`config.mk`:
```
export PLATFORM = sky130hd
export DESIGN_NAME = pdq_search
export DESIGN_NICKNAME = d
export VERILOG_FILES = /design/src/rtl/core/pdq_pkg.sv /design/src/rtl/core/pdq_search.sv
export SDC_FILE = /design/constraint.sdc
export NUM_CORES = 2
export LEC_CHECK = 0
export ABC_AREA = 1
export BUFFER_PORTS_ARGS = -buffer_cell sky130_fd_sc_hd__buf_2
export CAP_MARGIN = 20
export CORE_ASPECT_RATIO = 0.7
export CORE_UTILIZATION = 50
export CTS_CLUSTER_SIZE = 25
export DETAILED_ROUTE_END_ITERATION = 16
export GPL_TIMING_DRIVEN = 0
export PLACE_DENSITY = 0.65
export SKIP_LAST_GASP = 1
export SYNTH_ARGS = -nofsm -noshare
export SYNTH_HDL_FRONTEND = slang
export SYNTH_SLANG_ARGS = --single-unit
export TNS_END_PERCENT = 100
```
`constraint.sdc`:
```
create_clock -name clk -period 20 [get_ports clk]
set_clock_uncertainty 0.15 [all_clocks]
set_input_delay 2 -clock clk [delete_from_list [all_inputs] [get_ports clk]]
set_output_delay 2 -clock clk [all_outputs]
set_load 0.05 [all_outputs]
```
`src/rtl/core/pdq_pkg.sv`:
```
package pdq_pkg;

	// default sizes
	localparam int MAX_WIDTH_DEF    = 1024;
	localparam int PALETTE_SIZE_DEF = 64;
	localparam int ERROR_BITS_DEF   = 12;
	localparam int MAX_HEIGHT       = 1024;

	// luma weights, sum is 65536
	localparam logic [15:0] LUMA_KR = 16'd19595;
	localparam logic [15:0] LUMA_KG = 16'd38470;
	localparam logic [15:0] LUMA_KB = 16'd7471;

	// cube levels
	localparam logic [7:0] LEVEL_0 = 8'd0;
	localparam logic [7:0] LEVEL_1 = 8'd85;
	localparam logic [7:0] LEVEL_2 = 8'd171;
	localparam logic [7:0] LEVEL_3 = 8'd255;

	// register indexes
	localparam logic [1:0] REG_KIND   = 2'd0;
	localparam logic [1:0] REG_WIDTH  = 2'd1;
	localparam logic [1:0] REG_HEIGHT = 2'd2;

	typedef enum logic [1:0] {
		KIND_CUBE  = 2'd0,
		KIND_GRAY  = 2'd1,
		KIND_COLOR = 2'd2,
		KIND_LUMA  = 2'd3
	} kind_t;

	typedef struct packed {
		logic issue;
		logic clear;
	} search_ctrl_t;

	typedef struct packed {
		logic busy;
		logic found;
	} search_stat_t;

	function automatic logic [7:0] cube_level(input logic [1:0] code);
		logic [7:0] lvl;
		unique case (code)
			2'd0: lvl = LEVEL_0;
			2'd1: lvl = LEVEL_1;
			2'd2: lvl = LEVEL_2;
			default: lvl = LEVEL_3;
		endcase
		return lvl;
	endfunction

endpackage

```
`src/rtl/core/pdq_search.sv`:
```
module pdq_search #(
	parameter int PALETTE_SIZE = pdq_pkg::PALETTE_SIZE_DEF,
	parameter int CORR_W       = pdq_pkg::ERROR_BITS_DEF + 1
) (
	input  logic                             clk,
	input  logic                             arst_n,
	input  pdq_pkg::search_ctrl_t            ctrl,
	input  logic [$clog2(PALETTE_SIZE)-1:0]  idx,
	input  logic [31:0]                      pal_word,
	input  pdq_pkg::kind_t                   kind,
	input  logic signed [CORR_W-1:0]         corr_r,
	input  logic signed [CORR_W-1:0]         corr_g,
	input  logic signed [CORR_W-1:0]         corr_b,
	output pdq_pkg::search_stat_t            stat,
	output logic [$clog2(PALETTE_SIZE)-1:0]  best_idx,
	output logic [7:0]                       best_r,
	output logic [7:0]                       best_g,
	output logic [7:0]                       best_b
);

	localparam int IDX_W = $clog2(PALETTE_SIZE);
	localparam int DW    = CORR_W + 1;
	localparam int QW    = 2 * DW;
	localparam int SUMW  = QW + 2;

	// gray ramp table, built at elaboration
	logic [7:0] gray_lut [PALETTE_SIZE];
	for (genvar g = 0; g < PALETTE_SIZE; g++) begin : g_gray
		assign gray_lut[g] = 8'((g * 255) / (PALETTE_SIZE - 1));
	end

	logic             v_s1, v_s2;
	logic [IDX_W-1:0] idx_s1, idx_s2;
	logic [7:0]       cand [3];
	logic [7:0]       cand_s2 [3];
	logic [QW-1:0]    sq_s2 [3];
	logic signed [CORR_W-1:0] corr [3];
	logic signed [DW-1:0]     diff [3];
	logic signed [QW-1:0]     prod [3];
	logic [5:0]       code;
	logic [SUMW-1:0]  cand_dist;
	logic             found_q;
	logic [SUMW-1:0]  best_d_q;
	logic [7:0]       best_q [3];
	logic [IDX_W-1:0] best_idx_q;

	assign corr[0] = corr_r;
	assign corr[1] = corr_g;
	assign corr[2] = corr_b;

	// candidate color for the entry in stage 1
	always_comb begin
		code = 6'd63 - 6'(idx_s1);
		unique case (kind)
			pdq_pkg::KIND_CUBE: begin
				cand[0] = pdq_pkg::cube_level(code[5:4]);
				cand[1] = pdq_pkg::cube_level(code[3:2]);
				cand[2] = pdq_pkg::cube_level(code[1:0]);
			end
			pdq_pkg::KIND_GRAY: begin
				cand[0] = gray_lut[idx_s1];
				cand[1] = gray_lut[idx_s1];
				cand[2] = gray_lut[idx_s1];
			end
			pdq_pkg::KIND_COLOR: begin
				cand[0] = pal_word[31:24];
				cand[1] = pal_word[23:16];
				cand[2] = pal_word[15:8];
			end
			default: begin
				cand[0] = pal_word[7:0];
				cand[1] = pal_word[7:0];
				cand[2] = pal_word[7:0];
			end
		endcase
		for (int c = 0; c < 3; c++) begin
			diff[c] = $signed({corr[c][CORR_W-1], corr[c]})
				- $signed({{(DW-8){1'b0}}, cand[c]});
			prod[c] = diff[c] * diff[c];
		end
	end

	assign cand_dist = SUMW'(sq_s2[0]) + SUMW'(sq_s2[1]) + SUMW'(sq_s2[2]);

	// pipeline valids
	always_ff @(posedge clk or negedge arst_n) begin
		if (!arst_n) begin
			v_s1    <= 1'b0;
			v_s2    <= 1'b0;
			found_q <= 1'b0;
		end else begin
			v_s1 <= ctrl.issue;
			v_s2 <= v_s1;
			if (ctrl.clear) found_q <= 1'b0;
			else if (v_s2) found_q <= 1'b1;
		end
	end

	// squares, then sum and first-minimum compare
	always_ff @(posedge clk) begin
		idx_s1 <= idx;
		idx_s2 <= idx_s1;
		for (int c = 0; c < 3; c++) begin
			sq_s2[c]   <= prod[c];
			cand_s2[c] <= cand[c];
		end
		if (v_s2 && !ctrl.clear && (!found_q || cand_dist < best_d_q)) begin
			best_d_q   <= cand_dist;
			best_idx_q <= idx_s2;
			for (int c = 0; c < 3; c++) best_q[c] <= cand_s2[c];
		end
	end

	assign stat.busy  = v_s1 | v_s2;
	assign stat.found = found_q;
	assign best_idx   = best_idx_q;
	assign best_r     = best_q[0];
	assign best_g     = best_q[1];
	assign best_b     = best_q[2];

endmodule

```
==> impl_metrics.tcl <==
set metrics [dict create \
    status "finished with violations" \
    violations "design-rule violations" \
    place.gp.congestion 0.939 \
    die_w_um 301 \
    end_kind "flip-flop" \
    ys_top_cells_by_area "fa_1 (36%), inv_1 (13%), ha_1 (11%)" \
    wl_met1_um 41000 \
    hold_path.class "reg2reg" \
    slowest_delay_ns 0.79 \
    setup_viol 0 \
    max-slew-margin-rel 0.353 \
    grt_pass1_wl_um 127000 \
    overflow 0 \
    critical_path.top_delay_family "adder cells" \
    path_class "in2reg" \
    startpoint_type "input pin" \
    fin_crit_ns 10.51 \
    cts_tree "built" \
    fillers 5852 \
    cts_hold_buf 0 \
    ys_async_sr_fraction 0.0167 \
    maxCapViolCount 0 \
    grt_util_all_layers 0.256 \
    met3WireLength_um 6530 \
    r2r-start "idx_s1[2]" \
    clkSinkCount 180 \
    tightest_slew_ns 0.963 \
    fin_nets 4976 \
    dieArea_um2 63700 \
    viasPerCell 4.92 \
    clk_pin_slew_ns 0.09 \
    wl_met2_um 29300 \
    rsz0062_at_grt "false" \
    drt-initial-drc-count 1830 \
    netlist_instances 3930 \
    num_antenna_cells 0 \
    cp_max_fo 8 \
    drt_wl_total_um 77700 \
    clkLatencyLatePin_ns 0.46 \
    netlist_area_um2 31300 \
    synth_edf_count 60 \
    port_buffers 113 \
    ios 115 \
    ys_seq_area_frac 0.135 \
    synth_area_per_cell_um2 7.98 \
    area_delta_synth_final_pct 7.31 \
    dr.max_layer_used "met4" \
    hpwlAfterDp_um 68700 \
    root_buffer "clkbuf_16" \
    cp-startpoint "kind[0]" \
    antenna_found_initial 0 \
    cts_setup_buffers 0 \
    synth_common_cells "inv_1 (1061), nand2_1 (812), fa_1 (557)" \
    route.detailed.drc 4 \
    post_drt_wl_per_cell_um 15.8 \
    period_share 0.525 \
    synth_ff_type "dfxtp_1" \
    cp.arrival_ns 10.66 \
    first_pass_iters 11 \
    synth_top_area_frac 0.356 \
    cts-buffers-inserted 17 \
    cts_resized 0 \
    critPathRequiredTime_ns 20.16 \
    post_route_cells_drive_above_1_share 0.0659 \
    tns_ns 0 \
    synth-seq-cells 180 \
    final_hold_viol_count 0 \
    finalMaxSlewViolations 0 \
    antenna_left 0 \
    core_area_um2 61700 \
    start_util 0.508 \
    grt_pass1_vias 23500 \
    yosysTopAreaCell "fa_1" \
    worstSetupPathDepth 35 \
    worstHoldPathCells 0 \
    die_h_um 211 \
    cts-htree-levels 4 \
    max_freq_mhz 95.2 \
    clk_path_buf_depth 2 \
    grt_max_degree 28 \
    vias 24100 \
    crit_slowest_cell "fa_1" \
    yosys_warnings 0 \
    hp-start "v_s1" \
    synth.most_common_cell "inv_1" \
    path_common_cell "inv_1" \
    yosysUniqueCellTypes 45 \
    reg2reg_depth 31 \
    path_buf_inv 10 \
    row_count 76 \
]
==> per-layer routing <==
layer | up-vias | global-route usage
met5 | - | 0
met4 | 0 | 0.0340
met3 | 48 | 0.0576
met2 | 763 | 0.342
met1 | 11400 | 0.420
li1 | 11900 | -
==> cell families after synthesis <==
kind of cell,synth area share
compound gates,0.0397
xor+xnor,0.0279
fa+ha+maj,0.462
buf+inv,0.139
flops,0.135
other cells,0.000240
simple gates,0.197
==> state kept, by name, summed over array words and instances (netlist names), 6 cells and up <==
name and flops:
cand_s2 24, idx_s1 6, best_idx 6, best_q 24, best_d_q 30, idx_s2 6, sq_s2 81
==> layout by cell type (no fill, tap or decap), types with 3 or more instances in the layout <==
| cell | synthesis | final |
|---|---|---|
| nand2_2 | 19 | 19 |
| inv_8 | 0 | 3 |
| or2_2 | 14 | 14 |
| nand3_1 | 147 | 147 |
| inv_1 | 1061 | 1061 |
| buf_2 | 8 | 121 |
| and2_1 | 3 | 3 |
| o21ai_0 | 54 | 54 |
| clkbuf_16 | 0 | 17 |
| nand2b_1 | 3 | 3 |
| nor2_4 | 8 | 8 |
| xnor2_1 | 23 | 23 |
| nand4_1 | 69 | 69 |
| dfxtp_1 | 117 | 117 |
| nand3b_1 | 3 | 3 |
| nand3_2 | 6 | 6 |
| o21ai_2 | 3 | 3 |
| inv_12 | 0 | 4 |
| nand2_1 | 812 | 812 |
| conb_1 | 2 | 7 |
| buf_6 | 8 | 8 |
| nor2_2 | 7 | 7 |
| inv_2 | 26 | 26 |
| dfrtp_1 | 3 | 3 |
| a21o_1 | 8 | 8 |
| a21oi_1 | 134 | 133 |
| nor2_1 | 357 | 357 |
| buf_4 | 12 | 12 |
| xor2_1 | 64 | 64 |
| o21bai_1 | 20 | 20 |
| xor2_2 | 6 | 6 |
| ha_1 | 267 | 267 |
| clkinv_8 | 0 | 4 |
| nor3_1 | 22 | 22 |
| fa_1 | 557 | 557 |
| clkinv_4 | 0 | 3 |
| clkbuf_1 | 12 | 12 |
| edfxtp_1 | 60 | 60 |
==> cell type report <==
class	count	area (µm²)	share of cell area
clock buffer	17	425	0.0126
tap	819	1020	0.0305
clock inverter	15	199	0.00591
multi-input combinational	2628	22800	0.678
sequential	180	4220	0.125
inverter	1087	4080	0.121
timing repair buffer	115	613	0.0182
buffer	40	265	0.00789
==> per-stage QoR <==
step | instance area (µm²) | hold slack [ns] | util | instances | setup slack (ns)
after global routing | 33600 | 0.248 | 0.545 | 4901 | 9.06
after global placement | 33000 | 0.201 | 0.534 | 4867 | 9.25
after floorplan | 31400 | 0.196 | - | 3935 | 11.04
after CTS | 33600 | 0.239 | 0.545 | 4901 | 9.74
after detailed placement | 33000 | 0.220 | 0.535 | 4869 | 9.29
final | 33600 | 0.231 | 0.545 | 4901 | 9.49
==> final timing paths <==
path / endpoint / slack, ns
setup / recovery: sq_s2[0][27] / 9.49
hold / removal: v_s2 / 0.23
setup reg to reg: sq_s2[0][27] / 10.99
hold reg to reg: v_s2 / 0.23
max in group asynchronous: v_s1 / 18.44
min in group asynchronous: found_q / 1.16
Power is left out: the tool's default activity adds up to more than one toggle a clock period on the data nets, which glitch-free logic cannot reach.
