===== src/rtl/core/pdq_pkg.sv =====
package pdq_pkg;

	// default sizes
	localparam int MAX_WIDTH_DEF    = 1024;
	localparam int PALETTE_SIZE_DEF = 64;
	localparam int ERROR_BITS_DEF   = 12;
	localparam int MAX_HEIGHT       = 1024;

	// luma weights, sum is 65536
	localparam logic [15:0] LUMA_KR = 16'd19595;
	localparam logic [15:0] LUMA_KG = 16'd38470;
	localparam logic [15:0] LUMA_KB = 16'd7471;

	// cube levels
	localparam logic [7:0] LEVEL_0 = 8'd0;
	localparam logic [7:0] LEVEL_1 = 8'd85;
	localparam logic [7:0] LEVEL_2 = 8'd171;
	localparam logic [7:0] LEVEL_3 = 8'd255;

	// register indexes
	localparam logic [1:0] REG_KIND   = 2'd0;
	localparam logic [1:0] REG_WIDTH  = 2'd1;
	localparam logic [1:0] REG_HEIGHT = 2'd2;

	typedef enum logic [1:0] {
		KIND_CUBE  = 2'd0,
		KIND_GRAY  = 2'd1,
		KIND_COLOR = 2'd2,
		KIND_LUMA  = 2'd3
	} kind_t;

	typedef struct packed {
		logic issue;
		logic clear;
	} search_ctrl_t;

	typedef struct packed {
		logic busy;
		logic found;
	} search_stat_t;

	function automatic logic [7:0] cube_level(input logic [1:0] code);
		logic [7:0] lvl;
		unique case (code)
			2'd0: lvl = LEVEL_0;
			2'd1: lvl = LEVEL_1;
			2'd2: lvl = LEVEL_2;
			default: lvl = LEVEL_3;
		endcase
		return lvl;
	endfunction

endpackage


===== src/rtl/core/pdq_luma.sv =====
module pdq_luma (
	input  logic       clk,
	input  logic       arst_n,
	input  logic       start,
	input  logic [7:0] red,
	input  logic [7:0] green,
	input  logic [7:0] blue,
	output logic       done,
	output logic [7:0] y
);

	logic [7:0]  r_q, g_q, b_q;
	logic [1:0]  step_q;
	logic        busy_q;
	logic        done_q;
	logic [23:0] acc_q;
	logic [15:0] coef;
	logic [7:0]  op;

	// one weight and one channel per cycle
	always_comb begin
		unique case (step_q)
			2'd0: begin coef = pdq_pkg::LUMA_KR; op = r_q; end
			2'd1: begin coef = pdq_pkg::LUMA_KG; op = g_q; end
			default: begin coef = pdq_pkg::LUMA_KB; op = b_q; end
		endcase
	end

	always_ff @(posedge clk or negedge arst_n) begin
		if (!arst_n) begin
			busy_q <= 1'b0;
			done_q <= 1'b0;
			step_q <= 2'd0;
		end else begin
			done_q <= busy_q && (step_q == 2'd2);
			if (start) begin
				busy_q <= 1'b1;
				step_q <= 2'd0;
			end else if (busy_q) begin
				if (step_q == 2'd2) busy_q <= 1'b0;
				step_q <= step_q + 2'd1;
			end
		end
	end

	// multiply-accumulate, full 24-bit product
	always_ff @(posedge clk) begin
		if (start) begin
			r_q   <= red;
			g_q   <= green;
			b_q   <= blue;
			acc_q <= '0;
		end else if (busy_q) begin
			acc_q <= acc_q + 24'(coef) * 24'(op);
		end
	end

	assign done = done_q;
	assign y    = acc_q[23:16];

endmodule


===== config.mk =====
export PLATFORM = sky130hd
export DESIGN_NAME = pdq_luma
export DESIGN_NICKNAME = d
export VERILOG_FILES = /design/src/rtl/core/pdq_pkg.sv /design/src/rtl/core/pdq_luma.sv
export SDC_FILE = /design/constraint.sdc
export NUM_CORES = 1
export LEC_CHECK = 0
export BUFFER_PORTS_ARGS = -buffer_cell sky130_fd_sc_hd__buf_2
export CORE_AREA = 2 2 148 150
export DETAILED_ROUTE_END_ITERATION = 10
export DIE_AREA = 0 0 150 152
export GPL_ROUTABILITY_DRIVEN = 0
export GPL_TIMING_DRIVEN = 0
export PLACE_DENSITY = 0.42
export SETUP_SLACK_MARGIN = 0.5
export SLEW_MARGIN = 20
export SYNTH_ARGS = -nofsm -noshare
export SYNTH_HDL_FRONTEND = slang
export SYNTH_SLANG_ARGS = --single-unit

===== constraint.sdc =====
create_clock -name clk -period 12.55 [get_ports clk]
set_clock_uncertainty 0.2 [all_clocks]
set_input_delay 1.255 -clock clk [delete_from_list [all_inputs] [get_ports clk]]
set_output_delay 1.255 -clock clk [all_outputs]
set_load 0.1 [all_outputs]

==> metrics, run 1 <==
CTS sink count=52; sequential share of the synthesized area=between 20% and 30%; Core Region=21400 µm²; Die Footprint=22800 µm²; final wirelength=between 15000 and 20000 µm; CTS Hold Bufs=0; commonest non-fill, non-tap cell in the layout=inv_1; Critical Path Source=step_q[0]; Final nets=880; Hold Path Origin=acc_q[12]; syn_area_per_cell=between 9 and 10 µm²; Top Ports=36; drt via density=between 4 and 5; largest net degree at the start of global routing=28; Synth Flop Type=edfxtp_1; crit path kind=reg -> reg; DIE WIDTH=150 µm; DPL Wire Length=roughly 14000 µm; initial DRC count=about 270; vias=4418; status=complete, no violations; overflow left after global routing=0; headroom to the max-slew limit=33.1%; drt drc=0; wire length of the first global-routing pass=26100 µm; fmax=between 100 and 150 MHz; endpoints failing setup=0; WL/cell=between 15 and 20 µm; layout cell share with drive strength beyond 1=under 10%; htree depth=2; Post-CTS Setup Bufs=0; Post-synth EDFFs=24; total negative setup slack=0 ps; Mapped Cells=roughly 660; Hold Violations, Final=0; synthesis warning total=0; Resized Gates After CTS=0; I/O Buffers=35; TritonCTS Buffers=5; root buf cell=clkbuf_16; diode count=0; Tmin final=~6800 ps; Pins Over Slew Limit=0; CP startpoint kind=register; Synth-to-Final Area Change=10.8%; Hold WC Path Type=reg -> reg; RR Startpoint=step_q[0]; clk_lat worst skew=between 300 and 400 ps; drt pass-1 iters=5; Cell Rows=54; Initial Util=29.2%; gr usage total=15.0%; register area=1300 µm²; Tightest Pin Transition=roughly 1000 ps; antenna violations before repair=0; Tcrit/Tclk final=54.2%; Required @ worst endpoint=approximately 13000 ps; Synth Net Count=838; CTS max path bufs=2; Crit path arrival time=just under 7000 ps; Seq cells post-synth=between 50 and 60; Worst R2R Setup Slack=about 5700 ps; clk slew on worst S/H paths=approximately 80 ps; Max FO, Critical Path=8; Post-DRT Antenna Nets=0; asr flop ratio synth=under 10%; most frequent cells in the layout=169 x inv_1, 89 x fa_1, 64 x ha_1; cell area after synthesis=6240 µm²; Max Cap Viol=0; area occupied by multi-input gates=~4200 µm²; vias in the first global route=roughly 4800; Die Span Y=between 150 and 200 µm; # fillers=approximately 2300; Yosys cell types=58; CP endpoint kind=register; TritonCTS clock tree=built; RSZ-0062 raised after global routing=no
-- per-layer routing --
metal	track usage (%)	share of wire [%]	up-vias
met1	21.4	49	2135
li1	-	-	2170
met2	23.9	46	100
met4	3.28	1.6	0
met5	0	0	-
met3	2.19	3.4	13
-- flip-flops by register name, indices dropped and copies added, names as in the netlist --
name and cells:
g_q 8, b_q 8, busy_q 1, r_q 8, acc_q 24, done 1
step_q 2
-- Yosys cell counts (all sizes together), types with 2 or more instances --
cell type	number	area share, %
inv	169	10
fa	89	29
ha	64	13
nor2	38	2.3
nand2	30	1.8
dfxtp	24	7.7
edfxtp	24	12
a21oi	21	1.7
and2	20	2.0
o21ai	18	1.4
clkbuf	14	0.90
nand2b	14	1.4
buf	13	1.3
mux2i	11	1.8
nand3	10	0.80
xnor2	9	1.3
nand4	8	0.80
a211oi	7	1.0
a221o	7	1.1
a21o	6	0.72
nor2b	6	0.60
a22oi	5	0.60
dfrtp	4	1.6
nor3	4	0.32
o21a	4	0.48
a31oi	3	0.30
nor3b	3	0.36
o2111ai	3	0.42
o311ai	3	0.42
or3	3	0.30
a21boi	2	0.24
o22ai	2	0.20
or4	2	0.30
xor2	2	0.28
-- final timing paths --
kind / to / cells after the start
max in group asynchronous: step_q[1] / 1
min reg2reg: acc_q[12] / 2
max reg2reg: acc_q[23] / 23
max: acc_q[23] / 23
min in group asynchronous: busy_q / 1
min: acc_q[12] / 2
-- cell families after synthesis --
kind of cell               synth area share (%)
and+or+nand+nor                            11.6
xor gates and xnor gates                   1.54
buffers and inverters                      12.4
muxes                                      1.94
adders and majority gates                  41.4
DFF                                        20.9
AOI/OAI and AO/OA                          10.3
-- critical path, cell delays in order, from the launching register on --
cell and delay [ps]:
dfrtp_1 430, inv_1 100, ha_1 200, buf_2 170
nor2_1 370, and2_1 290, a221o_1 290, and2_1 200
inv_1 80, fa_1 480, inv_1 60, fa_1 530
fa_1 550, inv_1 60, fa_1 520, inv_1 40
ha_1 270, clkbuf_2 220, a21oi_1 160, o21ai_0 480
nand4_1 180, nand3_1 180, mux2i_1 240, mux2_2 350
-- through the flow --
step	instance area (µm²)	setup slack, ps	hold slack [ps]	cells	utilization, %
2_1_floorplan	6240	6810	232	658	-
3_3_place_gp	6770	5790	259	973	31.7
3_5_place_dp	6770	5770	266	973	31.7
4_1_cts	6920	5740	281	981	32.4
5_1_grt	6920	5190	313	981	32.4
6_report	6920	5750	274	981	32.4
-- layout make-up --
cell class / instances / area share, %
Multi-Input combinational cell: 410 / 60.2
Tap cell: 280 / 5.06
Clock inverter: 3 / 0.380
Timing Repair Buffer: 35 / 2.53
Sequential cell: 52 / 18.8
Inverter: 169 / 9.17
Clock buffer: 5 / 1.81
Buffer: 27 / 2.01
Power of run 1 is left out: the tool's default activity adds up to more than one toggle a clock period on the data nets, which glitch-free logic cannot reach.
==> run 2, diff against run 1 <==
- ABC_AREA: not set -> 1
- PLACE_DENSITY: 0.42 -> 0.43
- clock period: 12.55 -> 6.91 ns (I/O delays scaled with it)
==> metrics, run 2 <==
DIE WIDTH=150 µm; initial DRC count=204; CTS max path bufs=2; diode count=0; overflow left after global routing=0; syn_area_per_cell=8.28 µm²; Yosys cell types=36; Max Cap Viol=0; drt drc=0; Final nets=roughly 980; main area contributors after synthesis=fa_1 28%, ha_1 13%, inv_1 13%; root buf cell=clkbuf_16; Hold Violations, Final=0; Tcrit/Tclk final=around 86%; Top Ports=36; Commonest cells post-synth=212 x inv_1, 157 x nand2_1, 89 x fa_1; clk slew on worst S/H paths=approximately 80 ps; final instance area=around 7000 µm²; Tmin final=around 6000 ps; fmax=between 150 and 200 MHz; Initial Util=between 20% and 30%; htree depth=2; Mapped Cells=around 760; Largest register FFs=24; Top reg by flops=acc_q; status=complete, no violations; Synth Flop Type=edfxtp_1; Die Footprint=approximately 23000 µm²; Die Span Y=approximately 150 µm; CTS sink count=52; DP Area=around 7000 µm²; TritonCTS clock tree=built; commonest non-fill, non-tap cell in the layout=inv_1; DPL Wire Length=roughly 14000 µm; Crit-path slowest cell=fa_1; vias=between 4000 and 5000; final worst slack=around 960 ps; Cell Rows=54; Max FO, Critical Path=9; drt via density=about 4.2; CP startpoint kind=register; Post-synth EDFFs=24; WL/cell=14.9 µm; Seq cells post-synth=52; Required @ worst endpoint=6910 ps; sequential share of the synthesized area=between 20% and 30%; Yosys top cell area share=28.4%; wire length of the first global-routing pass=26700 µm; headroom to the max-slew limit=around 57%; crit path kind=reg -> reg; endpoints failing setup=0; CP max stage delay=560 ps; antenna violations before repair=0; TritonCTS Buffers=5; layout cell share with drive strength beyond 1=9.59%; pre-CTS WS=roughly 1000 ps; Post-DRT Antenna Nets=0; vias in the first global route=approximately 5000; RSZ-0062 raised after global routing=no; asr flop ratio synth=under 10%; drt pass-1 iters=5; CP endpoint kind=register; Hold WC Path Type=reg -> reg; Buf/Inv on CP=7; cell family with most CP delay=adder cells; synthesis warning total=0; Tightest Pin Transition=about 650 ps; Crit path arrival time=between 5000 and 6000 ps; final wirelength=approximately 16000 µm; cells along the critical path=inv_1 -> ha_1 -> clkbuf_1 -> clkinv_1 -> nor2_1 -> inv_1 -> fa_1 -> inv_1 -> fa_1 -> fa_1 -> inv_1 -> fa_1 -> inv_1 -> ha_1 -> nand2_1 -> nor2_1 -> nand2_1 -> nand3_1 -> nand2_1 -> nand2_1 -> nand2_1 -> nand3_1 -> nand2_1; Pins Over Slew Limit=0; cell area after synthesis=between 6000 and 7000 µm²; total negative setup slack=0 ps; Synth area leader=fa_1; clk_lat worst skew=310 ps; gr usage total=around 15%; most frequent cells in the layout=212 x inv_1, 157 x nand2_1, 89 x fa_1; largest net degree at the start of global routing=28; Synth-to-Final Area Change=11.1%; Post-CTS Setup Bufs=0; most used cell, CP=nand2_1; I/O Buffers=35; most common cell in the netlist=inv_1; Core Region=about 21000 µm²; Synth Net Count=~940
-- run 2: path summary, 6_finish.rpt --
| path | startpoint | to | slack (ps) | cells past startpoint |
|---|---|---|---|---|
| hold / removal | acc_q[14] | acc_q[14] | 270 | 2 |
| hold reg to reg | acc_q[14] | acc_q[14] | 270 | 2 |
| setup reg to reg | step_q[1] | acc_q[21] | 960 | 23 |
| max in group asynchronous | arst_n | step_q[0] | 5890 | 2 |
| min in group asynchronous | arst_n | busy_q | 500 | 2 |
| setup / recovery | step_q[1] | acc_q[21] | 960 | 23 |
-- run 2: per-stage QoR --
| stage | utilization [%] | hold slack (ps) | instances |
|---|---|---|---|
| after floorplan | - | 195 | 759 |
| after global placement | 31.9 | 255 | 1074 |
| after detailed placement | 31.9 | 260 | 1074 |
| after CTS | 32.7 | 276 | 1083 |
| after global routing | 32.7 | 285 | 1083 |
| final | 32.7 | 271 | 1083 |
-- run 2: metal layers --
metal / up-vias / track usage (%) / share of wire, %
met5: - / 0 / 0
met3: 10 / 1.80 / 2.1
met1: 2194 / 21.4 / 48
met4: 0 / 3.41 / 1.3
li1: 2335 / - / -
met2: 45 / 25.5 / 49
-- run 2: cell families (layout without fill, tap and decap cells) --
logic type / Yosys count / in the layout / share of synthesized area [%]
AOI/OAI and AO/OA: 57 / 57 / 5.58
DFF: 52 / 52 / 20.7
buffers and inverters: 235 / 279 / 14.8
xor gates and xnor gates: 4 / 4 / 0.558
adders and majority gates: 153 / 153 / 41.1
and+or+nand+nor: 258 / 258 / 17.3
-- run 2: tightest hold or removal path: stages, from the launching register on --
cell and delay, ps:
dfxtp_1 320, nand2_1 60, nand2_1 50
-- run 2: layout make-up --
class / count / area [µm²]
plain buffers: 15 / 101
fillers: 2393 / 14400
repair buffers: 36 / 185
well taps: 280 / 350
multi-input cells: 472 / 4060
clock buffers: 5 / 125
flip-flops and latches: 52 / 1300
inverters: 220 / 826
clock inverters: 3 / 33.8
-- run 2: what timing repair did --
action / in CTS / in global routing
gates resized for setup: 0 / 0
hold buffers: 1 / 0
endpoints found under the hold margin: 4 / 0
Power of run 2 is left out for the same reason.
==> run 3, diff against run 2 <==
- ABC_AREA: 1 -> 0
- PLACE_DENSITY: 0.43 -> 0.42
==> metrics, run 3 (same netlist as run 1, synthesis figures left out) <==
status=complete, no violations; CP startpoint kind=register; Tcrit/Tclk final=roughly nine tenths; Crit path arrival time=slightly above 6000 ps; DPL Wire Length=around 14000 µm; TritonCTS clock tree=built; Top reg by flops=acc_q; largest net degree at the start of global routing=28; register area=between 1000 and 1500 µm²; vias=between 4000 and 5000; Die Footprint=22800 µm²; Tmin final=just over 6000 ps; Cell Rows=54; CP endpoint kind=register; area occupied by multi-input gates=approximately 4300 µm²; Tightest Pin Transition=1030 ps; drt drc=0; TritonCTS Buffers=5; most frequent cells in the layout=168 x inv_1, 89 x fa_1, 62 x ha_1; Max FO, Critical Path=8; Top Ports=36; Initial Util=roughly 29%; crit path kind=reg -> reg; Pins Over Slew Limit=0; initial DRC count=~260; gr usage total=between 10% and 20%; Largest register FFs=24; drt via density=4.51; antenna violations before repair=0; diode count=0; endpoints failing setup=0; Synth-to-Final Area Change=13.6%; overflow left after global routing=0; fmax=161 MHz; Final nets=between 800 and 900; clk_lat worst skew=310 ps; layout cell share with drive strength beyond 1=between 10% and 20%; headroom to the max-slew limit=a little under a third; Hold Violations, Final=0; wire length of the first global-routing pass=between 20000 and 30000 µm; RR Startpoint=step_q[0]; CTS max path bufs=2; RSZ-0062 raised after global routing=no; total negative setup slack=0 ps; pre-CTS WS=135 ps; Hold WC Path Type=reg -> reg; vias in the first global route=approximately 4800; Critical Path Source=step_q[0]; final worst slack=roughly 690 ps; clk slew on worst S/H paths=80 ps; drt pass-1 iters=4; htree depth=2; final wirelength=16300 µm; Die Span Y=between 150 and 200 µm; WL/cell=approximately 16 µm; Post-DRT Antenna Nets=0; commonest non-fill, non-tap cell in the layout=inv_1; # fillers=about 2300; CTS sink count=52; DIE WIDTH=~150 µm; Hold Path Origin=acc_q[12]; I/O Buffers=35; Required @ worst endpoint=slightly below 7000 ps; Max Cap Viol=0; Core Region=roughly 21000 µm²; root buf cell=clkbuf_16
## run 3: cell count changes in the layout (fill, tap and decap cells not counted), moves of 7 or more
cell      delta
nor2_1      -19
and2_1      +15
a22o_1      -10
clkbuf_1     +7
nand3_1     -16
mux2i_1     +11
nand2b_1    +13
nand2_1    -129
inv_1       -44
## run 3: what timing repair did
item                       in CTS  in global routing
setup endpoints to repair      10                 10
hold buffers                    1                  0
hold endpoints to repair        4                  0
pin swaps                       1                  5
setup buffers                   4                  3
gates resized for setup        18                 23
## run 3: stage by stage
| step | area [µm²] | hold slack (ps) | instances | util (%) |
|---|---|---|---|---|
| after CTS | 7000 | 281 | 986 | 32.8 |
| after detailed placement | 6770 | 266 | 973 | 31.7 |
| after global routing | 7090 | 313 | 989 | 33.2 |
| final | 7090 | 274 | 989 | 33.2 |
| after global placement | 6770 | 259 | 973 | 31.7 |
| after floorplan | 6240 | 195 | 658 | - |
## run 3: layout make-up
type                            count  share of cell area (%)
Sequential cell                    52                    18.4
Clock inverter                      3                   0.371
Clock buffer                        5                    1.76
Inverter                          169                    8.94
Timing Repair Buffer               43                    3.35
Tap cell                          280                    4.94
Multi-Input combinational cell    410                    60.2
Buffer                             27                    2.06
## run 3: worst max-delay path, cell delays in order (launching register included)
cell and delay, ps:
dfrtp_2 450, inv_1 110, ha_1 150, clkbuf_4 200
nor2_4 70, and2_1 200, a221o_2 390, inv_1 150
nor2_1 80, nor2_1 170, a21oi_1 60, ha_1 350
fa_1 550, fa_1 570, inv_1 60, fa_1 530
inv_1 50, ha_2 380, a21oi_1 80, o21ai_1 360
o2111ai_2 200, nand3_2 160, mux2i_1 230, mux2_2 350
## run 3: routing by layer
layer	GRT usage (%)	up-vias	share of wire (%)
met2	23.9	83	46
met1	21.4	2175	49
met3	2.25	19	3.0
li1	-	2184	-
met4	3.73	0	2.2
met5	0	-	0
## run 3: path summary, 6_finish.rpt
check	slack [ps]	depth (start not counted)	endpoint
max	690	23	acc_q[23]
min reg2reg	270	2	acc_q[12]
max in group asynchronous	5880	2	step_q[0]
min	270	2	acc_q[12]
max reg2reg	690	23	acc_q[23]
min in group asynchronous	500	2	done
Power of run 3 is left out for the same reason.
